**src/rtl/core/mf3_pkg.sv**
```systemverilog
// Shared types, constants and compare helpers for the 3x3 median filter.
// No dependencies; every other file of the block imports this package.
`timescale 1ns / 1ps

package mf3_pkg;

    localparam int PIX_W          = 8;
    localparam int FRAME_WIDTH_W  = 12;
    localparam int FRAME_HEIGHT_W = 13;
    localparam int CFG_DATA_W     = 13;
    localparam int CFG_INDEX_W    = 1;
    localparam int MAX_WIDTH_DEF  = 2048;
    localparam int MAX_HEIGHT_DEF = 4096;
    localparam int RESET_WIDTH    = 640;
    localparam int RESET_HEIGHT   = 480;
    localparam int MIN_DIM        = 3;

    localparam logic [CFG_INDEX_W-1:0] REG_FRAME_WIDTH  = 1'b0;
    localparam logic [CFG_INDEX_W-1:0] REG_FRAME_HEIGHT = 1'b1;

    localparam logic OP_PIXEL = 1'b0;

    typedef logic [PIX_W-1:0] pix_t;

    typedef struct packed {
        pix_t hi;
        pix_t mid;
        pix_t lo;
    } col_t;

    typedef col_t [2:0] win_t;

    typedef struct packed {
        pix_t upper;
        pix_t middle;
    } line_t;

    typedef struct packed {
        pix_t pix;
        logic emit;
        logic use_before;
        logic eor;
        logic eof;
    } item_t;

    typedef struct packed {
        pix_t prev_mid;
        logic use_before;
        logic eor;
        logic eof;
    } tag_t;

    function automatic col_t sort3(input pix_t a, input pix_t b, input pix_t c);
        pix_t x0;
        pix_t x1;
        pix_t x2;
        pix_t t;
        col_t r;
        x0 = a;
        x1 = b;
        x2 = c;
        if (x0 > x1) begin
            t = x0; x0 = x1; x1 = t;
        end
        if (x1 > x2) begin
            t = x1; x1 = x2; x2 = t;
        end
        if (x0 > x1) begin
            t = x0; x0 = x1; x1 = t;
        end
        r.lo  = x0;
        r.mid = x1;
        r.hi  = x2;
        return r;
    endfunction

    function automatic pix_t med3(input pix_t a, input pix_t b, input pix_t c);
        col_t s;
        s = sort3(a, b, c);
        return s.mid;
    endfunction

    function automatic pix_t max3(input pix_t a, input pix_t b, input pix_t c);
        pix_t m;
        m = (a > b) ? a : b;
        return (m > c) ? m : c;
    endfunction

    function automatic pix_t min3(input pix_t a, input pix_t b, input pix_t c);
        pix_t m;
        m = (a < b) ? a : b;
        return (m < c) ? m : c;
    endfunction

endpackage

```
**src/rtl/core/mf3_rank.sv**
```systemverilog
// Median pipeline over three column-sorted window columns, ending in the output register.
// Stages: window snapshot, max/median/min of rows, final median of three or border pixel; uses mf3_pkg.
`timescale 1ns / 1ps

module mf3_rank (
    input  logic            aclk,
    input  logic            aresetn,
    input  logic            in_valid,
    output logic            in_ready,
    input  mf3_pkg::win_t   in_win,
    input  mf3_pkg::tag_t   in_tag,
    output logic            out_valid,
    input  logic            out_ready,
    output mf3_pkg::pix_t   out_value,
    output logic            out_eor,
    output logic            out_eof
);
    import mf3_pkg::*;

    logic  c_valid_reg, d_valid_reg, o_valid_reg;
    win_t  c_win_reg;
    tag_t  c_tag_reg, d_tag_reg;
    pix_t  d_lo_reg, d_mid_reg, d_hi_reg;
    pix_t  o_value_reg;
    logic  o_eor_reg, o_eof_reg;
    logic  o_free, d_free, c_free;

    assign o_free   = !o_valid_reg || out_ready;
    assign d_free   = !d_valid_reg || o_free;
    assign c_free   = !c_valid_reg || d_free;
    assign in_ready = c_free;

    always_ff @(posedge aclk) begin
        if (!aresetn) begin
            c_valid_reg <= 1'b0;
            d_valid_reg <= 1'b0;
            o_valid_reg <= 1'b0;
        end else begin
            if (c_free) begin
                c_valid_reg <= in_valid;
            end
            if (d_free) begin
                d_valid_reg <= c_valid_reg;
            end
            if (o_free) begin
                o_valid_reg <= d_valid_reg;
            end
        end
    end

    always_ff @(posedge aclk) begin
        if (in_valid && c_free) begin
            c_win_reg <= in_win;
            c_tag_reg <= in_tag;
        end
        if (c_valid_reg && d_free) begin
            d_lo_reg  <= max3(c_win_reg[0].lo, c_win_reg[1].lo, c_win_reg[2].lo);
            d_mid_reg <= med3(c_win_reg[0].mid, c_win_reg[1].mid, c_win_reg[2].mid);
            d_hi_reg  <= min3(c_win_reg[0].hi, c_win_reg[1].hi, c_win_reg[2].hi);
            d_tag_reg <= c_tag_reg;
        end
        if (d_valid_reg && o_free) begin
            o_value_reg <= d_tag_reg.use_before ? d_tag_reg.prev_mid
                                                : med3(d_lo_reg, d_mid_reg, d_hi_reg);
            o_eor_reg   <= d_tag_reg.eor;
            o_eof_reg   <= d_tag_reg.eof;
        end
    end

    assign out_valid = o_valid_reg;
    assign out_value = o_value_reg;
    assign out_eor   = o_eor_reg;
    assign out_eof   = o_eof_reg;

    a_c_hold: assert property (@(posedge aclk) disable iff (!aresetn)
        c_valid_reg && !d_free |=> c_valid_reg && $stable(c_tag_reg))
        else $error("stalled window snapshot was lost or changed");

endmodule

```
**config.mk**
```make
export PLATFORM = sky130hd
export DESIGN_NAME = mf3_rank
export DESIGN_NICKNAME = d
export VERILOG_FILES = /design/src/rtl/core/mf3_pkg.sv /design/src/rtl/core/mf3_rank.sv
export SDC_FILE = /design/constraint.sdc
export NUM_CORES = 1
export LEC_CHECK = 0
export BUFFER_PORTS_ARGS = -buffer_cell sky130_fd_sc_hd__buf_4
export CAP_MARGIN = 20
export CORE_MARGIN = 2
export CORE_UTILIZATION = 46
export CTS_BUF_LIST = sky130_fd_sc_hd__clkbuf_8
export DETAILED_ROUTE_END_ITERATION = 10
export GPL_TIMING_DRIVEN = 0
export HOLD_SLACK_MARGIN = 0.1
export PLACE_DENSITY = 0.73
export REMOVE_ABC_BUFFERS = 1
export SLEW_MARGIN = 20
export SYNTH_ARGS = -nofsm -noshare
export SYNTH_HDL_FRONTEND = slang
export SYNTH_SLANG_ARGS = --single-unit
```
**constraint.sdc**
```tcl
create_clock -name aclk -period 5.6 [get_ports aclk]
set_input_delay 0.28 -clock aclk [delete_from_list [all_inputs] [get_ports aclk]]
set_output_delay 0.28 -clock aclk [all_outputs]
set_load 0.01 [all_outputs]
```
## After elaboration in Yosys (flattened, before gate mapping)

Index checks and enable logic that the tools add are counted.

| storage, ports and cells | value |
|---|---|
| bits in latches | 0 |
| RAM bits | 0 |
| memories | 0 |
| memory bits (read-only) | 0 |
| input port bits | 87 |
| flip-flop bits (word level) | 131 |

| cells by class | value |
|---|---|
| divide/modulo/power cells | 0 |
| add/sub/neg operators | 0 |
| $lt $le $gt $ge | 10 |
| bitwise operators | 0 |
| equal/unequal tests | 0 |
| mux-type cells | 19 |
| multiply operators | 0 |
| shift-type cells | 0 |
| reductions and logical operators | 9 |

Operator list:

| operator | count |
|---|---|
| $mux 8 | 19 |
| $gt 8x8->1 | 8 |
| $lt 8x8->1 | 2 |
| $logic_and 1x1->1 | 3 |
| $logic_not 1->1 | 3 |
| $logic_or 1x1->1 | 3 |

## Logic depth before layout (Yosys ltp)

Gate-level depths: netlist of run 1.

| depth | value |
|---|---|
| word-level depth | 10 |
| gate-level depth with buffers | 26 |

## Least setup slack after synthesis of run 1

Ideal clock, no wire load.

| path | value |
|---|---|
| path kind | reg-to-reg |
| start point | reg c_valid_reg |
| end point | reg c_tag_reg[0] (netlist name) (enable) |
| period minus slack after synthesis | 5.419 ns |
| path slack | 0.181 ns |
| data arrival time | 4.845 ns |
| required time | 5.026 ns |
| cell stages (with the launch flop) | 2 |
| buffers on the path | 0 |
| setup time | 0.574 ns |
| path through | dfxtp_1 -> a31oi_1 |

| on the way | value |
|---|---|
| word-level cells in the longest chain between the ends | 3 |

RTL lines:

| element | line | RTL |
|---|---|---|
| from (decl) | mf3_rank.sv:20 | `logic c_valid_reg, d_valid_reg, o_valid_reg;` |
| from (signal assigned) | mf3_rank.sv:40 | `c_valid_reg <= in_valid;` |
| $logic_not 1->1 | mf3_rank.sv:30 | `assign c_free = !c_valid_reg \|\| d_free;` |
| $logic_or 1x1->1 | mf3_rank.sv:30 |  |
| $logic_and 1x1->1 | mf3_rank.sv:52 | `if (in_valid && c_free) begin` |
| to (signal assigned) | mf3_rank.sv:54 | `c_tag_reg <= in_tag;` |
| to (decl) | mf3_rank.sv:22 | `tag_t c_tag_reg, d_tag_reg;` |

No other way between the ends.
A chain may end at the register's enable or synchronous reset.

## Worst setup path after layout of run 1

| path | value |
|---|---|
| start point | reg c_win_reg[15] (netlist name) |
| end point | reg d_mid_reg[5] (data pin) |

| on the way | value |
|---|---|
| word-level cells in the longest chain between the ends | 8 |

RTL lines:

| element | line | RTL |
|---|---|---|
| from (decl) | mf3_rank.sv:21 | `win_t c_win_reg;` |
| from (signal assigned) | mf3_rank.sv:53 | `c_win_reg <= in_win;` |
| $gt 8x8->1 | mf3_pkg.sv:62 | `if (x0 > x1) begin` |
| $mux 8 | mf3_pkg.sv:62 |  |
| $mux 8 | mf3_rank.sv:56 | `if (c_valid_reg && d_free) begin` |
| $gt 8x8->1 | mf3_pkg.sv:65 | `if (x1 > x2) begin` |
| $mux 8 | mf3_pkg.sv:65 |  |
| $mux 8 | mf3_rank.sv:56 |  |
| $gt 8x8->1 | mf3_pkg.sv:68 | `if (x0 > x1) begin` |
| $mux 8 * | mf3_pkg.sv:68 |  |
| to (signal assigned) | mf3_rank.sv:58 | `d_mid_reg <= med3(c_win_reg[0].mid, c_win_reg[1].mid, c_win_reg[2].mid);` |
| to (decl) | mf3_rank.sv:23 | `pix_t d_lo_reg, d_mid_reg, d_hi_reg;` |

Mark *: on every way between the ends. The rest lies on a longest branch, timed or not. The select of a mux whose other input is x is not followed.

==> impl_metrics.yaml, run 1 <==
timing:
  fmaxAchievable_mhz: 184.1
  fin_ws_ps: 168.5
  slew_viol_final: 0
  setup_viol_count_final: 0
  hold_viol: 0
  tns_ps: 0
  min_period_over_period: 0.9699
  worst_slew_pin_slew_ps: 990.6
  slew_headroom: 0.3395
  fin_crit_ps: 5431
  fin_skew_ps: 13.48
  fin_hold_ws_ps: 160.1
route:
  vias_per_cell: 5.335
  wire_per_inst_um: 16.10
  drt_iter0_markers: 289
  dr.pass1.iters: 5
  num_vias: 5708
  wirelength_mm: 17.23
  ant_nets: 0
  route.detailed.drc: 0
placement:
  dpl_cell_area_mm2: 0.008817
  post-place-ws_ps: -1034
  port_buffers: 98
  gp_congestion: 0.8825
  dp.final_hpwl_mm: 11.97
synthesis:
  mappedNetlistArea_mm2: 0.007750
  yosys.area_share.adder: 0.1259
  ys_ff_latch: 131
  yosysUniqueCellTypes: 54
  syn_avg_cell_area_um2: 12.38
  synth_warnings: 0
  synthArstFlopShare: 0
  synthMuxAreaShare: 0.08072
  synth_area_leaders: "edfxtp_1 50%, ha_1 13%, mux2i_1 4.4%"
  yosys.area_share.simple: 0.09170
  synth_top_area_share: 0.4960
  synth.most_common_cell: "edfxtp_1"
  syn_inst: 626
  ys.flop_type: "edfxtp_1"
  seq_area_frac_synth: 0.5037
  synth_top_family_by_area: "compound AO/OA/AOI/OAI gates"
  synthTopCellsByCount: "128 x edfxtp_1, 80 x inv_1, 78 x ha_1"
  synth-xor-area-share: 0
  synth_compound_area_frac: 0.1453
  synth_edf_count: 128
  yosysTopAreaCell: "edfxtp_1"
cts:
  path_clk_slew_ps: 80
  cts_buffers: 17
  cts_root_buffer: "clkbuf_8"
  htree_num_levels: 4
  clk_path_buf_depth: 2
  cts_sinks: 131
  cts_tree: "built"
  clk_latency_ps: 450
grt:
  use_met2: 0.3689
  grtUsageMet3: 0.04686
  grt_busiest_layer: "met2"
  grt_use_met1: 0.2144
  grt_overflow: 0
  track_usage: 0.1942
  antenna_found_initial: 0
  grt_pass1_wl_mm: 27.17
  grt_pass1_vias: 5831
  grt_max_degree: 27
die:
  die_w_um: 133.8
  rows: 47
  dieHeight_um: 133.8
  die_area_mm2: 0.01790
  start_util: 0.4690
  design.core.area_mm2: 0.01652
  ios: 99
setup_path:
  critPathRequiredTime_ps: 5780
  reg2reg_depth: 20
  critPathMaxFanout: 10
  r2r_end: "d_mid_reg[5]"
  reg2reg_slack_ps: 170
  critPathLaunchType: "register"
  r2r_start: "c_win_reg[15]"
  critPathCaptureType: "register"
  cp.arrival_ps: 5620
  critPathKind: "reg -> reg"
final_layout:
  fin_area_mm2: 0.01038
  n_antenna_cell: 0
  drive_above_1_share: 0.2729
  area.growth.synth_to_final_pct: 33.89
  largest_reg_flops: 72
  utilization: 0.6279
  nNetsFinal: 1002
min_path:
  hold_path.startpoint: "in_valid"
  min_to: "c_valid_reg"
  hold_class: "in -> reg"
  min_path_cells: 3
pwr:
  ir_drop_mv: 0.1740
  power_leakage_nw: 4.496
  powerDensity_mw_per_mm2: 367.7
status:
  status: "completed"
flow_run:
  cap_violations: 0
critical path, stage by stage (launching register included):
cell	delay [ps]
edfxtp_1	460
ha_1	350
nand4_1	190
or2_2	420
o21ai_4	160
buf_4	190
mux2i_1	250
ha_1	180
nand3_1	110
o21bai_1	190
a31o_4	280
or2_4	340
buf_4	160
mux2i_1	110
ha_1	310
nand2_1	80
nor2_1	240
and3_1	460
o22ai_1	180
mux2i_4	330
a211oi_1	170
per-layer routing:
| layer | vias up | part of all wire |
|---|---|---|
| met5 | - | 0 |
| met4 | 0 | 0.015 |
| met3 | 38 | 0.048 |
| met2 | 184 | 0.55 |
| met1 | 2724 | 0.39 |
| li1 | 2762 | - |
power by group:
group          leakage [nW]  switching [mW]  internal (mW)
logic                  2.99           0.838          0.718
registers              1.26          0.0485           1.21
clock network         0.251           0.382          0.618
total                  4.50            1.27           2.55
through the flow:
step                power, mW  cells
floorplan               2.314    611
global route            4.018   1070
CTS                     3.741   1057
detailed placement      2.666    934
finish                  3.815   1070
global placement        2.582    929
worst max path at each step:
stage | to | depth (start not counted) | slack (ps) | startpoint
floorplan | c_tag_reg[0] | 1 | 180 | c_valid_reg
global placement | c_win_reg[1] | 1 | -1440 | c_valid_reg
detailed placement | d_mid_reg[1] | 18 | -1030 | c_win_reg[15]
CTS | d_mid_reg[1] | 18 | 30 | c_win_reg[15]
global route | d_mid_reg[0] | 22 | -10 | c_win_reg[33]
finish | d_mid_reg[5] | 20 | 170 | c_win_reg[15]
kinds of logic (layout without fill, tap and decap cells):
family,Yosys count,after routing
AND/OR/NAND/NOR,128,128
buffers and inverters,95,317
adder cells (fa/ha/maj),78,78
multiplexers,56,56
flip-flops,131,131
AO/OA/AOI/OAI,138,140
cell type report:
cell class                 count  area, µm²
clock buffer                  17      234.0
clock inverter                15      262.8
fill                        1232       6148
inverter                      80      300.3
multi-input combinational    402       3526
sequential                   131       3904
tap                          220      275.3
timing repair buffer         205       1874
cell usage in the layout (no fill, tap or decap), types with 3 or more instances in the layout:
cell           count
nor3_1            12
nand4_1            7
nor2_4             3
a21o_1            12
nor2_1            11
clkinv_2           3
nand2_1           35
o21a_1            14
dfxtp_1            3
nor3_2             7
ha_1              78
nand3_1           16
a21oi_4            3
edfxtp_1         128
buf_16             5
bufinv_16          7
mux2i_1           34
clkbuf_8          17
a211oi_1          10
a21oi_1           20
o21ai_0           29
mux2_2            14
o21ai_2            5
nand2b_1           3
nor2b_1           11
o21bai_1           4
o31ai_4            8
or2_2             10
and3_1             6
o221ai_1          10
buf_4            114
mux2_4             7
inv_1             81
o221ai_2           6
dlygate4sd3_1     84
repair_timing:
action | in CTS | in global routing
pin swaps | 1 | 7
endpoints found under the hold margin | 86 | 0
resized for setup | 8 | 6
setup endpoints to repair | 16 | 16
hold buffers | 84 | 0
setup buffers | 5 | 13
gates cloned | 2 | 0
Power figures use the tool's default switching activity.
==> run 2, diff against run 1 <==
Settings changed: CORE_UTILIZATION 46 to 55, PLACE_DENSITY 0.73 to 0.84.
==> run 2 against run 1 <==
Against the previous run: utilization rose by 10 points; clock-buffer cell count up 2; clock power fell by 24%; non-clock buffer count decreased by 8; combinational power about the same; critical endpoint is now d_mid_reg[0]; largest power group unchanged; cell count is 4.6% lower; setup slack better by 11 ps; global-route usage up 5.4 points; routed wire length grew 4.3%; via count about the same; sequential share of layout area is 0.97 points higher; hold slack improved by 65 ps.
==> impl_metrics.yaml, run 2 (synthesized netlist as in run 1, its figures left out) <==
final_layout:
  area.growth.synth_to_final_pct: 30.51
  final_cell_mix: "128 x edfxtp_1, 106 x buf_4, 88 x inv_1, 84 x dlygate4sd3_1, 78 x ha_1"
  drive_above_1_share: 0.2568
  largest_reg_flops: 72
  layout_commonest_cell: "edfxtp_1"
  n_antenna_cell: 0
  utilization: 0.7315
  fin_area_mm2: 0.01011
  nNetsFinal: 993
status:
  status: "completed"
timing:
  fin_hold_ws_ps: 225.2
  hold_viol: 0
  fmaxAchievable_mhz: 184.5
  slew_viol_final: 0
  tns_ps: 0
  fin_skew_ps: 12.67
  fin_crit_ps: 5420
  slew_headroom: 0.3430
  setup_viol_count_final: 0
  worst_slew_pin_slew_ps: 985.4
  min_period_over_period: 0.9679
grt:
  track_usage: 0.2483
  grt_max_degree: 28
  grt_pass1_wl_mm: 28.42
  grt_pass1_vias: 5847
  grt_overflow: 0
  antenna_found_initial: 0
die:
  rows: 43
  ios: 99
  dieHeight_um: 122.7
  die_area_mm2: 0.01506
  design.core.area_mm2: 0.01383
  die_w_um: 122.7
  start_util: 0.5605
cts:
  clk_latency_ps: 450
  htree_num_levels: 4
  path_clk_slew_ps: 70
  clk_path_buf_depth: 2
  cts_buffers: 17
  cts_root_buffer: "clkbuf_8"
  cts_tree: "built"
  cts_sinks: 131
pwr:
  seq_power_share: 0.353
  clock_power_share: 0.212
  total_power_mw: 3.569
  power_leakage_nw: 4.414
  p_switching_mw: 1.247
  ir_drop_mv: 0.1875
  p_sw_frac: 0.3494
  internal_power_mw: 2.322
  powerDensity_mw_per_mm2: 352.9
  p_comb_frac: 0.434
route:
  num_vias: 5703
  drt_iter0_markers: 361
  ant_nets: 0
  vias_per_cell: 5.586
  wire_per_inst_um: 17.61
  wirelength_mm: 17.98
  route.detailed.drc: 0
  dr.pass1.iters: 5
placement:
  port_buffers: 98
  gp_congestion: 0.9470
  dpl_cell_area_mm2: 0.008740
  dp.final_hpwl_mm: 11.77
setup_path:
  critPathMaxFanout: 15
  reg2reg_slack_ps: 180
  cp.arrival_ps: 5590
  critPathLaunchType: "register"
  critPathKind: "reg -> reg"
  critPathRequiredTime_ps: 5770
  critPathCaptureType: "register"
min_path:
  hold_class: "in -> reg"
flow_run:
  cap_violations: 0
==> run 2: changes by cell type in the layout (fill, tap and decap cells not counted), sizes merged <==
cell    delta
buf        -8
bufinv     -5
inv        +6
clkinv     -3
clkbuf     +2
o21ai      -1
==> run 2: area by class of cell <==
class,count,area (µm²)
Tap cell,180,225.2
Multi-Input combinational cell,401,3510
Clock buffer,19,261.5
Fill cell,868,3712
Sequential cell,131,3904
Timing Repair Buffer,197,1807
Clock inverter,13,107.6
Inverter,80,300.3
==> run 2: final timing paths <==
kind	startpoint	end	cells past startpoint
worst max register to register	c_win_reg[39]	d_mid_reg[0]	21
worst min register to register	d_tag_reg[0]	out_eof	0
worst max-delay path	c_win_reg[39]	d_mid_reg[0]	21
worst min-delay path	in_valid	c_valid_reg	3
==> run 2: what timing repair did <==
item,CTS,global route
pin swaps,2,1
resized for setup,7,7
hold buffers,84,0
setup endpoints to repair,16,16
hold endpoints to repair,85,0
buffers inserted,5,6
cloned,1,0
==> run 2: critical path: stages (launching register included) <==
cell	delay, ps
edfxtp_1	360
inv_1	100
ha_1	330
nand4_1	180
or2_2	400
o21ai_4	90
buf_12	170
mux2i_1	260
ha_1	280
o21ai_0	170
nand2b_1	90
a21oi_2	400
or2_4	280
buf_12	150
mux2i_1	80
ha_1	330
nand2_1	90
nor2_1	220
and3_1	460
o22ai_1	190
mux2i_4	320
a211oi_1	160
==> run 2: metal layers <==
layer	up-vias	global-route usage	share of wire	wire [µm]
li1	2747	-	-	-
met3	41	0.04600	0.039	705
met1	2726	0.2806	0.39	7092
met5	-	0	0	0
met2	189	0.4555	0.54	9681
met4	0	0.1056	0.028	497
==> run 2: power by group through the flow <==
| stage | combinational, mW | sequential [mW] | clock [mW] |
|---|---|---|---|
| after floorplan | 1.04 | 1.27 | 0 |
| after global placement | 1.31 | 1.28 | 0 |
| after detailed placement | 1.38 | 1.28 | 0 |
| after CTS | 1.46 | 1.26 | 0.762 |
| after global routing | 1.69 | 1.27 | 0.815 |
| final | 1.55 | 1.26 | 0.758 |
==> run 2: metrics by stage <==
step	setup slack, ps	instances
final	179.7	1021
after global routing	-7.486	1021
after CTS	33.93	1015
after detailed placement	-1012	893
after global placement	-1311	889
after floorplan	180.6	611
