<file path="src/rtl/core/mf3_pkg.sv">
// Shared types, constants and compare helpers for the 3x3 median filter.
// No dependencies; every other file of the block imports this package.
`timescale 1ns / 1ps

package mf3_pkg;

    localparam int PIX_W          = 8;
    localparam int FRAME_WIDTH_W  = 12;
    localparam int FRAME_HEIGHT_W = 13;
    localparam int CFG_DATA_W     = 13;
    localparam int CFG_INDEX_W    = 1;
    localparam int MAX_WIDTH_DEF  = 2048;
    localparam int MAX_HEIGHT_DEF = 4096;
    localparam int RESET_WIDTH    = 640;
    localparam int RESET_HEIGHT   = 480;
    localparam int MIN_DIM        = 3;

    localparam logic [CFG_INDEX_W-1:0] REG_FRAME_WIDTH  = 1'b0;
    localparam logic [CFG_INDEX_W-1:0] REG_FRAME_HEIGHT = 1'b1;

    localparam logic OP_PIXEL = 1'b0;

    typedef logic [PIX_W-1:0] pix_t;

    typedef struct packed {
        pix_t hi;
        pix_t mid;
        pix_t lo;
    } col_t;

    typedef col_t [2:0] win_t;

    typedef struct packed {
        pix_t upper;
        pix_t middle;
    } line_t;

    typedef struct packed {
        pix_t pix;
        logic emit;
        logic use_before;
        logic eor;
        logic eof;
    } item_t;

    typedef struct packed {
        pix_t prev_mid;
        logic use_before;
        logic eor;
        logic eof;
    } tag_t;

    function automatic col_t sort3(input pix_t a, input pix_t b, input pix_t c);
        pix_t x0;
        pix_t x1;
        pix_t x2;
        pix_t t;
        col_t r;
        x0 = a;
        x1 = b;
        x2 = c;
        if (x0 > x1) begin
            t = x0; x0 = x1; x1 = t;
        end
        if (x1 > x2) begin
            t = x1; x1 = x2; x2 = t;
        end
        if (x0 > x1) begin
            t = x0; x0 = x1; x1 = t;
        end
        r.lo  = x0;
        r.mid = x1;
        r.hi  = x2;
        return r;
    endfunction

    function automatic pix_t med3(input pix_t a, input pix_t b, input pix_t c);
        col_t s;
        s = sort3(a, b, c);
        return s.mid;
    endfunction

    function automatic pix_t max3(input pix_t a, input pix_t b, input pix_t c);
        pix_t m;
        m = (a > b) ? a : b;
        return (m > c) ? m : c;
    endfunction

    function automatic pix_t min3(input pix_t a, input pix_t b, input pix_t c);
        pix_t m;
        m = (a < b) ? a : b;
        return (m < c) ? m : c;
    endfunction

endpackage

</file>
<file path="src/rtl/core/mf3_ctrl.sv">
// Frame geometry registers and the input and output position counters.
// Classifies each request and tags it for the window pipeline; uses mf3_pkg.
`timescale 1ns / 1ps

module mf3_ctrl #(
    parameter int MAX_WIDTH  = mf3_pkg::MAX_WIDTH_DEF,
    parameter int MAX_HEIGHT = mf3_pkg::MAX_HEIGHT_DEF
) (
    input  logic                                aclk,
    input  logic                                aresetn,
    input  logic                                cfg_we,
    input  logic [mf3_pkg::CFG_INDEX_W-1:0]     cfg_index,
    input  logic [mf3_pkg::CFG_DATA_W-1:0]      cfg_wdata,
    input  logic                                accept,
    input  logic                                operation,
    input  mf3_pkg::pix_t                       pixel_value,
    output logic                                take,
    output logic [$clog2(MAX_WIDTH)-1:0]        addr,
    output mf3_pkg::item_t                      item
);
    import mf3_pkg::*;

    localparam int ADDR_W = $clog2(MAX_WIDTH);
    localparam int WDIM_W = $clog2(MAX_WIDTH + 1);
    localparam int ROW_W  = $clog2(MAX_HEIGHT + 2);

    function automatic logic [WDIM_W-1:0] clamp_w(input logic [FRAME_WIDTH_W-1:0] v);
        logic [WDIM_W-1:0] r;
        if (v < FRAME_WIDTH_W'(MIN_DIM)) begin
            r = WDIM_W'(MIN_DIM);
        end else if (32'(v) > MAX_WIDTH) begin
            r = WDIM_W'(MAX_WIDTH);
        end else begin
            r = WDIM_W'(v);
        end
        return r;
    endfunction

    function automatic logic [ROW_W-1:0] clamp_h(input logic [FRAME_HEIGHT_W-1:0] v);
        logic [ROW_W-1:0] r;
        if (v < FRAME_HEIGHT_W'(MIN_DIM)) begin
            r = ROW_W'(MIN_DIM);
        end else if (32'(v) > MAX_HEIGHT) begin
            r = ROW_W'(MAX_HEIGHT);
        end else begin
            r = ROW_W'(v);
        end
        return r;
    endfunction

    logic [WDIM_W-1:0] width_reg, wm1_reg;
    logic [ROW_W-1:0]  height_reg, hm1_reg;
    logic [WDIM_W-1:0] in_col_reg, in_col_next, out_col_reg, out_col_next;
    logic [ROW_W-1:0]  in_row_reg, in_row_next, out_row_reg, out_row_next;
    logic [WDIM_W-1:0] new_width;
    logic [ROW_W-1:0]  new_height;
    logic              draining, emit, border, eor, eof;

    assign new_width  = clamp_w(cfg_wdata[FRAME_WIDTH_W-1:0]);
    assign new_height = clamp_h(cfg_wdata[FRAME_HEIGHT_W-1:0]);

    assign draining = in_row_reg >= height_reg;
    assign take     = accept && ((operation == OP_PIXEL) || draining);
    assign emit     = (in_row_reg >= ROW_W'(2))
                   || ((in_row_reg == ROW_W'(1)) && (in_col_reg != '0));
    assign border   = (out_row_reg == '0) || (out_row_reg >= hm1_reg)
                   || (out_col_reg == '0) || (out_col_reg >= wm1_reg);
    assign eor      = out_col_reg >= wm1_reg;
    assign eof      = eor && (out_row_reg >= hm1_reg);

    assign addr            = in_col_reg[ADDR_W-1:0];
    assign item.pix        = draining ? '0 : pixel_value;
    assign item.emit       = emit;
    assign item.use_before = (in_col_reg == '0) || border;
    assign item.eor        = eor;
    assign item.eof        = eof;

    always_comb begin
        in_col_next  = in_col_reg;
        in_row_next  = in_row_reg;
        out_col_next = out_col_reg;
        out_row_next = out_row_reg;
        if (cfg_we) begin
            in_col_next  = '0;
            in_row_next  = '0;
            out_col_next = '0;
            out_row_next = '0;
        end else if (take) begin
            if (in_col_reg == wm1_reg) begin
                in_col_next = '0;
                in_row_next = in_row_reg + ROW_W'(1);
            end else begin
                in_col_next = in_col_reg + WDIM_W'(1);
            end
            if (emit) begin
                if (out_col_reg == wm1_reg) begin
                    out_col_next = '0;
                    out_row_next = out_row_reg + ROW_W'(1);
                end else begin
                    out_col_next = out_col_reg + WDIM_W'(1);
                end
                if (eof) begin
                    in_col_next  = '0;
                    in_row_next  = '0;
                    out_col_next = '0;
                    out_row_next = '0;
                end
            end
        end
    end

    always_ff @(posedge aclk) begin
        if (!aresetn) begin
            width_reg   <= clamp_w(FRAME_WIDTH_W'(RESET_WIDTH));
            wm1_reg     <= clamp_w(FRAME_WIDTH_W'(RESET_WIDTH)) - WDIM_W'(1);
            height_reg  <= clamp_h(FRAME_HEIGHT_W'(RESET_HEIGHT));
            hm1_reg     <= clamp_h(FRAME_HEIGHT_W'(RESET_HEIGHT)) - ROW_W'(1);
            in_col_reg  <= '0;
            in_row_reg  <= '0;
            out_col_reg <= '0;
            out_row_reg <= '0;
        end else begin
            in_col_reg  <= in_col_next;
            in_row_reg  <= in_row_next;
            out_col_reg <= out_col_next;
            out_row_reg <= out_row_next;
            if (cfg_we) begin
                case (cfg_index)
                    REG_FRAME_WIDTH: begin
                        width_reg <= new_width;
                        wm1_reg   <= new_width - WDIM_W'(1);
                    end
                    REG_FRAME_HEIGHT: begin
                        height_reg <= new_height;
                        hm1_reg    <= new_height - ROW_W'(1);
                    end
                    default: begin
                    end
                endcase
            end
        end
    end

    a_in_col_range: assert property (@(posedge aclk) disable iff (!aresetn)
        in_col_reg < width_reg)
        else $error("input column left the frame width");

    a_out_pos_range: assert property (@(posedge aclk) disable iff (!aresetn)
        (out_col_reg < width_reg) && (out_row_reg < height_reg))
        else $error("output position left the frame");

    a_eof_restart: assert property (@(posedge aclk) disable iff (!aresetn)
        take && emit && eof |=> (in_col_reg == '0) && (in_row_reg == '0)
                                && (out_col_reg == '0) && (out_row_reg == '0))
        else $error("counters did not restart after the last result of a frame");

endmodule

</file>
<file path="config.mk">
export PLATFORM = sky130hd
export DESIGN_NAME = mf3_ctrl
export DESIGN_NICKNAME = d
export VERILOG_FILES = /design/src/rtl/core/mf3_pkg.sv /design/src/rtl/core/mf3_ctrl.sv
export SDC_FILE = /design/constraint.sdc
export NUM_CORES = 1
export LEC_CHECK = 0
export ABC_AREA = 1
export ABC_CLOCK_PERIOD_IN_PS = 4100
export BUFFER_PORTS_ARGS = -buffer_cell sky130_fd_sc_hd__buf_2
export CELL_PAD_IN_SITES_DETAIL_PLACEMENT = 2
export CELL_PAD_IN_SITES_GLOBAL_PLACEMENT = 2
export CORE_ASPECT_RATIO = 0.5
export CORE_MARGIN = 2
export CORE_UTILIZATION = 36
export CTS_CLUSTER_DIAMETER = 100
export DETAILED_ROUTE_END_ITERATION = 8
export GPL_TIMING_DRIVEN = 1
export PLACE_DENSITY = 0.88
export SYNTH_ARGS = -nofsm -noshare
export SYNTH_HDL_FRONTEND = slang
export SYNTH_SLANG_ARGS = --single-unit
export TNS_END_PERCENT = 30
</file>
<file path="constraint.sdc">
create_clock -name aclk -period 4.1 [get_ports aclk]
set_clock_uncertainty 0.05 [all_clocks]
set_input_delay 0.82 -clock aclk [delete_from_list [all_inputs] [get_ports aclk]]
set_output_delay 0.82 -clock aclk [all_outputs]
set_load 0.05 [all_outputs]
</file>
# Yosys cells after proc, flatten, opt, wreduce, memory -nomap -nowiden
# Index checks and enable logic that the tools add are counted.
# Widths: inputs -> output; s select.
[word_totals]
ff_bits = 88
latch_bits = 0
mem_bits_rw = 0
rom_bits = 0
input_bits = 27
out_inout_bits = 24
word_cells = 61
n_memories = 0
[op_classes]
add_sub_neg = 6
n_mul = 0
n_div = 0
n_lt_le_gt_ge = 8
n_eq_ne = 3
n_shift = 0
muxes = 15
n_bitwise = 3
n_reduce_logical = 19
[ops]
columns = ["operator", "count"]
rows = [
  ["$mux 13", 7],
  ["$mux 12", 7],
  ["$add 13x1->13 const B", 2],
  ["$ge 13x13->1", 2],
  ["$add 12x1->12 const B", 2],
  ["$eq 12x12->1", 2],
  ["$logic_not 12->1", 2],
  ["$eq 13x1->1 const B", 1],
  ["$ge 13x2->1 const B", 1],
  ["$gt 13x13->1 const B", 1],
  ["$logic_not 13->1", 1],
  ["$lt 13x2->1 const B", 1],
  ["$sub 13x1->13 const B", 1],
  ["$ge 12x12->1", 1],
  ["$gt 12x12->1 const B", 1],
  ["$lt 12x2->1 const B", 1],
  ["$reduce_bool 12->1", 1],
  ["$sub 12x1->12 const B", 1],
  ["$mux 8", 1],
  ["$logic_or 1x1->1", 6],
  ["$reduce_and 2->1", 3],
  ["$logic_and 1x1->1", 3],
  ["$not 1->1", 3],
  ["$reduce_and 3->1", 1],
  ["other kinds (2)", 2],
]

# Longest topological paths before layout
# Gate-level depths: netlist of the first run.
[depth]
ltp_word = 5
ltp_mapped = 17
depth_no_buf = 16

# Least setup slack after synthesis of the first run
# OpenSTA, ideal clock, no wires.
[synth_path]
path_type = "register -> output"
startpoint = "register wm1_reg[11]"
endpoint = "output item[2] in the netlist's numbering"
arrival_ns = 1.894
required_ns = 3.230
path_slack_ns = 1.336
path_stages_with_launch = 10
n_path_buf = 1
cell_sequence = "dfxtp_1 inv_1 ha_1 nand4_1 nor2_1 nand2_1 nand4_1 clkbuf_1 nor2_1 nand3b_1"
[synth_lines]
columns = ["element", "line_no", "rtl"]
rows = [
  ["start: declaration", "mf3_ctrl.sv:51", "logic [WDIM_W-1:0] width_reg, wm1_reg;"],
  ["start signal: assignment", "mf3_ctrl.sv:115", "wm1_reg <= clamp_w(FRAME_WIDTH_W'(RESET_WIDTH)) - WDIM_W'(1);"],
  ["start signal: assignment", "mf3_ctrl.sv:131", "wm1_reg <= new_width - WDIM_W'(1);"],
  ["end: declaration", "mf3_ctrl.sv:19", "output mf3_pkg::item_t item"],
]

==> flow_summary.json, run 1 <==
{
  "diodes": 0,
  "firstDrtPassIters": 5,
  "rsz0062_at_grt": "false",
  "synth_edf_count": 0,
  "antenna_found_initial": 0,
  "cts-resized-gates": 0,
  "multi_input_area_mm2": 0.00384,
  "r2r_setup_slack_ns": 1.03,
  "vdd_drop_max_mv": 0.232,
  "core_mm2": 0.0174,
  "leakage_nw": 3.31,
  "ant_nets": 0,
  "tightestPinTransition_ns": 1.05,
  "cp_top_family": "simple AND/OR/NAND/NOR gates",
  "min_from": "height_reg[7]",
  "critical_path_buf_inv_count": 4,
  "hold_end": "height_reg[7]",
  "cts_sinks": 88,
  "grt_pass1_wl_um": 41000,
  "place_hpwl_um": 18800,
  "portBuffers": 50,
  "endpoint_kind": "primary output",
  "avgSynthCellArea_um2": 6.55,
  "cp.depth": 10,
  "fin_area_mm2": 0.00699,
  "die_area_mm2": 0.0189,
  "die_x_um": 192,
  "post_dp_cell_area_mm2": 0.00672,
  "wirelength_um": 25400,
  "worstPathMaxFanout": 9,
  "hold_buffers": 0,
  "status": "completed",
  "place_ws_ns": 0.974,
  "seq_area_mm2": 0.00176,
  "setup_tns_ns": 0,
  "timing.rr.start": "out_row_reg[12]",
  "min_period_ns": 3.70,
  "drv_cap": 0,
  "start_util_pct": 36.7,
  "synth_area_mm2": 0.00638,
  "ys_types": 42,
  "hold_class": "reg2reg",
  "synth_seq_area_share_pct": 27.6,
  "grt_start_max_net_pins": 29,
  "hold-worst-slack_ns": 0.436,
  "max_slew_margin_pct": 29.6,
  "synth-seq-cells": 88,
  "cts_max_level": 3,
  "numCtsBuffers": 9,
  "arrival_ns": 2.83,
  "ioPinCount": 51,
  "num_vias": 6705,
  "crit_path_max_incr_delay_ns": 0.45,
  "post_cts_buffers": 0,
  "cts_buffer_depth": 2,
  "path_clk_slew_ns": 0.07,
  "r2r.worst_path.cells": 13,
  "hold_depth": 2,
  "p_per_area_mw_per_mm2": 284,
  "period_share_pct": 90.2,
  "yosysWarnings": 0,
  "drtIter0Drc": 269,
  "setup_slack_ns": 0.403,
  "avgRoutedWirePerCell_um": 20.4,
  "fp.dieH_um": 98.1,
  "hold_viol_final": 0,
  "drcViolationCount": 0,
  "synth_ff_type": "dfxtp_1",
  "gp_congestion": 0.810,
  "nNetsFinal": 1081,
  "setup_violations": 0,
  "r2r_end": "in_row_reg[1]",
  "rows": 34,
  "worstSetupPathType": "reg2out",
  "path_cells": "ha_1 > nand2_1 > inv_1 > nand3_1 > inv_1 > a21oi_1 > nand3_1 > nand2_2 > inv_2 > buf_2",
  "cp.required_ns": 3.23,
  "crit_path_start_kind": "register",
  "grt_pass1_vias": 7549,
  "grtUsageTotal_pct": 28.1,
  "gr-total-overflow": 0,
  "cts_root_buf": "clkbuf_16",
  "cts_tree": "done",
  "syn_nets": 1050,
  "drive_above_1_share_pct": 10.7,
  "crit_path_top_delay_cell": "dfxtp_1",
  "num-fill-cells": 2164,
  "via_per_inst": 5.39,
  "area_delta_synth_final_pct": 9.63,
  "fmax_mhz": 270,
  "drv_slew": 0,
  "clk_latency_ns": 0.36,
  "async_flop_share_pct": 0,
  "synthCells": 974
}
-- per-layer routing --
layer / track usage [%] / vias to the layer above / wire (um) / part of all wire [%]
li1: - / 3181 / - / -
met1: 34.4 / 3365 / 11400 / 45
met2: 50.5 / 116 / 12700 / 50
met3: 5.18 / 43 / 849 / 3.3
met4: 7.63 / 0 / 477 / 1.9
met5: 0 / - / 0 / 0
-- final cells by class --
class | count | area share [%]
clock buffers | 10 | 3.27
clock inverters | 6 | 0.644
inverters | 138 | 7.41
multi-input cells | 711 | 55.0
flip-flops and latches | 88 | 25.2
well taps | 234 | 4.19
repair buffers | 57 | 4.33
-- synthesized netlist by cell type, types with 16 or more instances --
cell type / instances / share of area (%)
nand4_1: 23 / 2.3
o21ai_0: 39 / 3.1
a21oi_1: 83 / 6.5
dfxtp_1: 88 / 28
xor2_1: 30 / 4.1
nor2_1: 110 / 6.5
inv_1: 129 / 7.6
ha_1: 49 / 9.6
nand2_1: 221 / 13
buf_4: 16 / 1.9
nand3_1: 79 / 6.2
-- layout by cell type (no fill, tap or decap), types with 2 or more instances in the layout --
| master | count |
|---|---|
| o21ai_1 | 4 |
| clkbuf_16 | 9 |
| inv_2 | 8 |
| nor3_1 | 11 |
| o21ai_0 | 39 |
| buf_2 | 50 |
| nand2_1 | 221 |
| nand3_1 | 79 |
| a21o_1 | 2 |
| nand2_2 | 5 |
| buf_4 | 7 |
| ha_1 | 49 |
| xnor2_1 | 11 |
| clkinvlp_4 | 3 |
| nor3_2 | 2 |
| dfxtp_1 | 88 |
| o41ai_1 | 2 |
| nor4_1 | 5 |
| nor2_4 | 2 |
| xor2_1 | 30 |
| inv_1 | 129 |
| nand3_2 | 2 |
| nand2_4 | 3 |
| nor2_1 | 110 |
| or2_2 | 4 |
| a21oi_1 | 83 |
| nand4_1 | 23 |
| nand3b_1 | 5 |
| nor2_2 | 7 |
| o21bai_1 | 2 |
-- how the worst max path moves through the flow --
| stage | start | to |
|---|---|---|
| global placement | out_row_reg[0] | item[0] |
| CTS | out_row_reg[12] | item[0] |
| detailed placement | out_row_reg[0] | item[0] |
| finish | out_row_reg[12] | item[0] |
| floorplan | wm1_reg[11] | item[2] |
| global route | hm1_reg[12] | item[0] |
-- report_power, final --
| group | total (mW) | switching (mW) | internal [mW] |
|---|---|---|---|
| Clock | 0.803 | 0.389 | 0.414 |
| Combinational | 0.283 | 0.202 | 0.0809 |
| Sequential | 0.900 | 0.0202 | 0.880 |
| Total | 1.99 | 0.611 | 1.37 |
-- worst register-to-register path: cells and delay by family, from the launching register on --
kind                       cells  cell delay (ns)
DFF                            1             0.45
and+or+nand+nor                7             1.33
buffers and inverters          4             0.65
adders and majority gates      1             0.33
AOI/OAI and AO/OA              1             0.20
-- through the flow --
stage | utilization (%) | cells | power (mW)
floorplan | - | 974 | 1.09
global placement | 38.7 | 1228 | 1.17
detailed placement | 38.7 | 1228 | 1.19
CTS | 40.3 | 1244 | 2.00
global route | 40.3 | 1244 | 2.08
finish | 40.3 | 1244 | 1.99
-- cells by family after synthesis --
kind of cell / after synthesis / synth area share, %
buffers and inverters: 175 / 12.1
AOI/OAI and AO/OA: 139 / 11.5
adders and majority gates: 49 / 9.61
DFF: 88 / 27.6
and+or+nand+nor: 482 / 33.5
xor gates and xnor gates: 41 / 5.63
No activity file was read; power rests on OpenSTA's default activity.
==> run 2, diff against run 1 <==
BUFFER_PORTS_ARGS = -buffer_cell sky130_fd_sc_hd__buf_4   (was -buffer_cell sky130_fd_sc_hd__buf_2)
PLACE_DENSITY = unset   (was 0.88)
PLACE_DENSITY_LB_ADDON = 0.1   (was unset)
==> run 2 against run 1 <==
Via count is 3.4% lower; highest routed layer unchanged; critical path type unchanged; global-route usage is 2.7 points lower; wire length is 11% lower; clock power is 17% higher; design area is 2.4% higher.
==> flow_summary.json, run 2 (synthesis results as in run 1) <==
{
  "utilization_pct": 41.2,
  "antenna_found_initial": 0,
  "numCtsBuffers": 9,
  "cp.required_ns": 3.23,
  "leakage_nw": 3.36,
  "critical_path_buf_inv_count": 4,
  "tightestPinTransition_ns": 0.994,
  "final_cell_mix": "221 x nand2_1, 129 x inv_1, 110 x nor2_1",
  "min_period_ns": 3.54,
  "wirelength_um": 22700,
  "num-fill-cells": 2164,
  "p_per_area_mw_per_mm2": 297,
  "path_clk_slew_ns": 0.08,
  "setup_tns_ns": 0,
  "clk_latency_ns": 0.36,
  "place_hpwl_um": 17800,
  "worstPathMaxFanout": 13,
  "setup_violations": 0,
  "fp.dieH_um": 98.1,
  "diodes": 0,
  "via_per_inst": 5.21,
  "post_cts_buffers": 0,
  "cts_tree": "done",
  "firstDrtPassIters": 4,
  "portBuffers": 50,
  "layout_commonest_cell": "nand2_1",
  "nNetsFinal": 1080,
  "crit_path_start_kind": "register",
  "ant_nets": 0,
  "path_cells": "inv_1 > ha_1 > nand4_1 > nor2_1 > nand2_1 > nand4_1 > buf_4 > nand2_2 > inv_2 > buf_4",
  "cts_sinks": 88,
  "grt_start_max_net_pins": 29,
  "arrival_ns": 2.67,
  "cts-resized-gates": 0,
  "hold_buffers": 0,
  "area_delta_synth_final_pct": 12.2,
  "endpoint_kind": "primary output",
  "cts_buffer_depth": 2,
  "status": "completed",
  "core_mm2": 0.0174,
  "cp_top_family": "buffers and inverters",
  "max_slew_margin_pct": 33.7,
  "gr-total-overflow": 0,
  "hold_class": "reg2reg",
  "hold_viol_final": 0,
  "grtUsageTotal_pct": 25.4,
  "gp_congestion": 0.873,
  "die_x_um": 192,
  "drive_above_1_share_pct": 10.6,
  "hold-worst-slack_ns": 0.420,
  "fin_area_mm2": 0.00716,
  "rsz0062_at_grt": "false",
  "crit_path_top_delay_cell": "dfxtp_1",
  "ioPinCount": 51,
  "rows": 34,
  "worstSetupPathType": "reg2out",
  "grt_pass1_wl_um": 37300,
  "drtIter0Drc": 262,
  "vdd_drop_max_mv": 0.203,
  "period_share_pct": 86.2,
  "crit_path_max_incr_delay_ns": 0.40,
  "post_dp_cell_area_mm2": 0.00684,
  "grt_pass1_vias": 6986,
  "cts_root_buf": "clkbuf_16",
  "drv_slew": 0,
  "die_area_mm2": 0.0189,
  "drcViolationCount": 0,
  "start_util_pct": 36.7,
  "drv_cap": 0,
  "fmax_mhz": 283,
  "avgRoutedWirePerCell_um": 18.3,
  "num_vias": 6477,
  "cts_max_level": 3
}
## run 2: final cells by class
class,instances,area (um^2),area share (%)
flip-flops and latches,88,1760,24.6
multi-input cells,711,3840,53.7
well taps,234,293,4.09
clock buffers,11,243,3.39
clock inverters,5,80.1,1.12
repair buffers,56,420,5.87
inverters,138,518,7.24
## run 2: final timing paths
kind / start / to / slack (ns) / cells past startpoint
worst max-delay path: wm1_reg[7] / item[0] / 0.56 / 10
worst min register to register: hm1_reg[0] / hm1_reg[0] / 0.42 / 1
worst max register to register: height_reg[10] / in_col_reg[1] / 1.36 / 12
worst min-delay path: hm1_reg[0] / hm1_reg[0] / 0.42 / 1
## run 2: stage by stage
| step | setup WS [ns] | power [mW] | cells |
|---|---|---|---|
| 2_1_floorplan | 1.34 | 1.09 | 974 |
| 3_3_place_gp | 1.13 | 1.19 | 1227 |
| 3_5_place_dp | 0.987 | 1.20 | 1227 |
| 4_1_cts | 0.571 | 2.14 | 1243 |
| 5_1_grt | 0.411 | 2.21 | 1243 |
| 6_report | 0.564 | 2.12 | 1243 |
## run 2: where the power goes
| part | internal [mW] | switching (mW) | total (mW) |
|---|---|---|---|
| clock | 0.551 | 0.390 | 0.941 |
| sequential | 0.880 | 0.0225 | 0.902 |
| combinational | 0.0895 | 0.190 | 0.280 |
| total | 1.52 | 0.602 | 2.12 |
## run 2: per-layer routing
| metal | GRT usage, % | wire length, um | vias to the layer above |
|---|---|---|---|
| li1 | - | - | 3184 |
| met1 | 35.8 | 11600 | 3201 |
| met2 | 42.1 | 10300 | 84 |
| met3 | 3.88 | 777 | 8 |
| met4 | 2.99 | 76 | 0 |
| met5 | 0 | 0 | - |
==> run 3, diff against run 2 <==
ABC_AREA = unset   (was 1)
CORE_UTILIZATION = 39   (was 36)
==> run 3 against run 2 <==
Clock-buffer cell count down 1; non-clock buffer count up 3; sequential power down 1%; first-iteration DRC count down 13%; design area down 8.9%; via count down 17%; wire length down 17%; largest cell class unchanged.
==> flow_summary.json, run 3 <==
{
  "yosysMostFrequentCell": "dfxtp_1",
  "avgSynthCellArea_um2": 7.93,
  "period_share_pct": 91.4,
  "swShare_pct": 24.6,
  "drcViolationCount": 0,
  "final_cell_mix": "88 x dfxtp_1, 60 x nor2_1, 59 x nand2_1, 59 x buf_4, 54 x inv_1",
  "crit_path_max_incr_delay_ns": 0.68,
  "place_hpwl_um": 13900,
  "cts-resized-gates": 0,
  "fmax_mhz": 267,
  "p_seq_share_pct": 41.2,
  "endpoint_kind": "primary output",
  "wl_met1_um": 9470,
  "async_flop_share_pct": 0,
  "arrival_ns": 2.88,
  "tightestPinTransition_ns": 1.00,
  "drive_above_1_share_pct": 11.7,
  "status": "completed",
  "max_slew_margin_pct": 33.1,
  "cp_top_family": "simple AND/OR/NAND/NOR gates",
  "die_area_mm2": 0.0157,
  "p_clk_share_pct": 47.8,
  "leakage_nw": 2.65,
  "ioPinCount": 51,
  "avgRoutedWirePerCell_um": 20.0,
  "synth_area_leaders": "dfxtp_1 31%, ha_1 11%, xnor2_1 4.9%",
  "synth_edf_count": 0,
  "vdd_drop_max_mv": 0.172,
  "area_delta_synth_final_pct": 14.2,
  "wirelength_um": 18900,
  "hold_class": "reg2reg",
  "cts_buffer_depth": 2,
  "fp.dieH_um": 89.6,
  "synth.top_cells.by_count": "88 x dfxtp_1, 60 x nor2_1, 59 x nand2_1",
  "cts_root_buf": "clkbuf_16",
  "min_period_ns": 3.75,
  "cp.required_ns": 3.23,
  "drv_cap": 0,
  "firstDrtPassIters": 4,
  "cts_max_level": 3,
  "setup_tns_ns": 0,
  "hold_viol_final": 0,
  "switchingPower_uw": 533,
  "gr-total-overflow": 0,
  "diodes": 0,
  "hold_buffers": 0,
  "synth_ff_type": "dfxtp_1",
  "gp_congestion": 0.860,
  "rsz0062_at_grt": "false",
  "numCtsBuffers": 9,
  "rows": 31,
  "layout_commonest_cell": "dfxtp_1",
  "start_util_pct": 39.7,
  "grt_pass1_vias": 5555,
  "synth_top_cell_by_area": "dfxtp_1",
  "synth-seq-cells": 88,
  "portBuffers": 50,
  "nNetsFinal": 817,
  "synthCells": 720,
  "p_int_mw": 1.63,
  "critical_path_buf_inv_count": 2,
  "core_mm2": 0.0144,
  "grt_start_max_net_pins": 29,
  "grtUsageTotal_pct": 24.9,
  "placedCellCount": 928,
  "worstSetupPathType": "reg2out",
  "crit_path_start_kind": "register",
  "comb_power_share_pct": 11.0,
  "drv_slew": 0,
  "utilization_pct": 45.3,
  "fin_area_mm2": 0.00652,
  "route.met3.wl_um": 603,
  "yosysWarnings": 0,
  "die_x_um": 175,
  "cts_sinks": 88,
  "highest_layer": "met4",
  "clk_latency_ns": 0.35,
  "antenna_found_initial": 0,
  "post_cts_buffers": 0,
  "setup_violations": 0,
  "grt_pass1_wl_um": 30400,
  "crit_path_top_delay_cell": "or4b_1",
  "finalNonFillerCells": 944,
  "hold-worst-slack_ns": 0.410,
  "via_per_inst": 5.67,
  "wl_met2_um": 8670,
  "synth_seq_area_share_pct": 30.9,
  "path_cells": "inv_1 > ha_1 > nand2b_4 > a2111oi_4 > a2111oi_1 > or4b_1 > nor2_1 > nand4_1 > buf_4",
  "ant_nets": 0,
  "drtIter0Drc": 228,
  "p_per_area_mw_per_mm2": 333,
  "cts_tree": "done",
  "synth_top_cell_area_share_pct": 30.9,
  "num_vias": 5357,
  "synth_area_mm2": 0.00571,
  "post_dp_cell_area_mm2": 0.00615,
  "ys_types": 56,
  "syn_nets": 796,
  "path_clk_slew_ns": 0.06,
  "worstPathMaxFanout": 5
}
==> run 3: cell types whose count changed after synthesis, moves of 12 or more <==
cell,previous run,this run
nand2_1,221,59
inv_1,129,54
o211ai_1,1,14
o31ai_1,0,12
and3_1,0,13
xor2_1,30,16
nor2_1,110,60
nand3_1,79,34
xnor2_1,11,32
and2_1,0,13
a21oi_1,83,51
or4_1,0,12
clkbuf_1,11,26
o21ai_0,39,21
==> run 3: cells by family after synthesis <==
family,Yosys count,synth area share (%)
adder cells (fa/ha/maj),49,10.7
AO/OA/AOI/OAI,142,16.3
multiplexers,3,0.526
flip-flops,88,30.9
XOR/XNOR,48,7.36
buffers and inverters,106,8.22
AND/OR/NAND/NOR,284,26.0
==> run 3: layout make-up <==
| cell class | instances | area (um^2) |
|---|---|---|
| Tap cell | 198 | 248 |
| Clock inverter | 6 | 130 |
| Clock buffer | 10 | 239 |
| Fill cell | 1619 | 7870 |
| Sequential cell | 88 | 1760 |
| Inverter | 57 | 214 |
| Timing Repair Buffer | 59 | 443 |
| Multi-Input combinational cell | 526 | 3480 |
==> run 3: worst register-to-register path, stage by stage, from the launching register on <==
cell and delay (ns):
dfxtp_1 0.41, inv_1 0.12, ha_1 0.29, nor2b_1 0.17, o21ai_0 0.18, and4_1 0.28
o31ai_2 0.52, inv_2 0.26, a41o_1 0.64, nand2b_4 0.36, nor2_1 0.14
==> run 3: final timing paths <==
kind                       start              to  slack, ns  depth (start not counted)
setup / recovery  out_col_reg[0]         item[2]       0.35                          9
hold / removal    height_reg[11]  height_reg[11]       0.41                          2
setup reg to reg   in_row_reg[0]   in_col_reg[2]       0.62                         10
hold reg to reg   height_reg[11]  height_reg[11]       0.41                          2
==> run 3: metal layers <==
layer	global-route usage [%]	vias up
met5	0	-
met2	43.1	80
met4	4.32	0
met1	33.3	2684
met3	4.59	13
li1	-	2580
==> run 3: power groups by stage <==
| stage | logic (mW) | registers (mW) | clock network (mW) |
|---|---|---|---|
| 2_1_floorplan | 0.154 | 0.905 | 0 |
| 3_3_place_gp | 0.228 | 0.912 | 0 |
| 3_5_place_dp | 0.234 | 0.913 | 0 |
| 4_1_cts | 0.238 | 0.893 | 1.05 |
| 5_1_grt | 0.263 | 0.895 | 1.09 |
| 6_report | 0.238 | 0.893 | 1.04 |
==> run 3: per-stage QoR <==
step,total power [mW],setup slack [ns]
global route,2.25,0.173
detailed placement,1.15,0.706
floorplan,1.06,0.771
global placement,1.14,0.783
CTS,2.18,0.308
finish,2.17,0.353
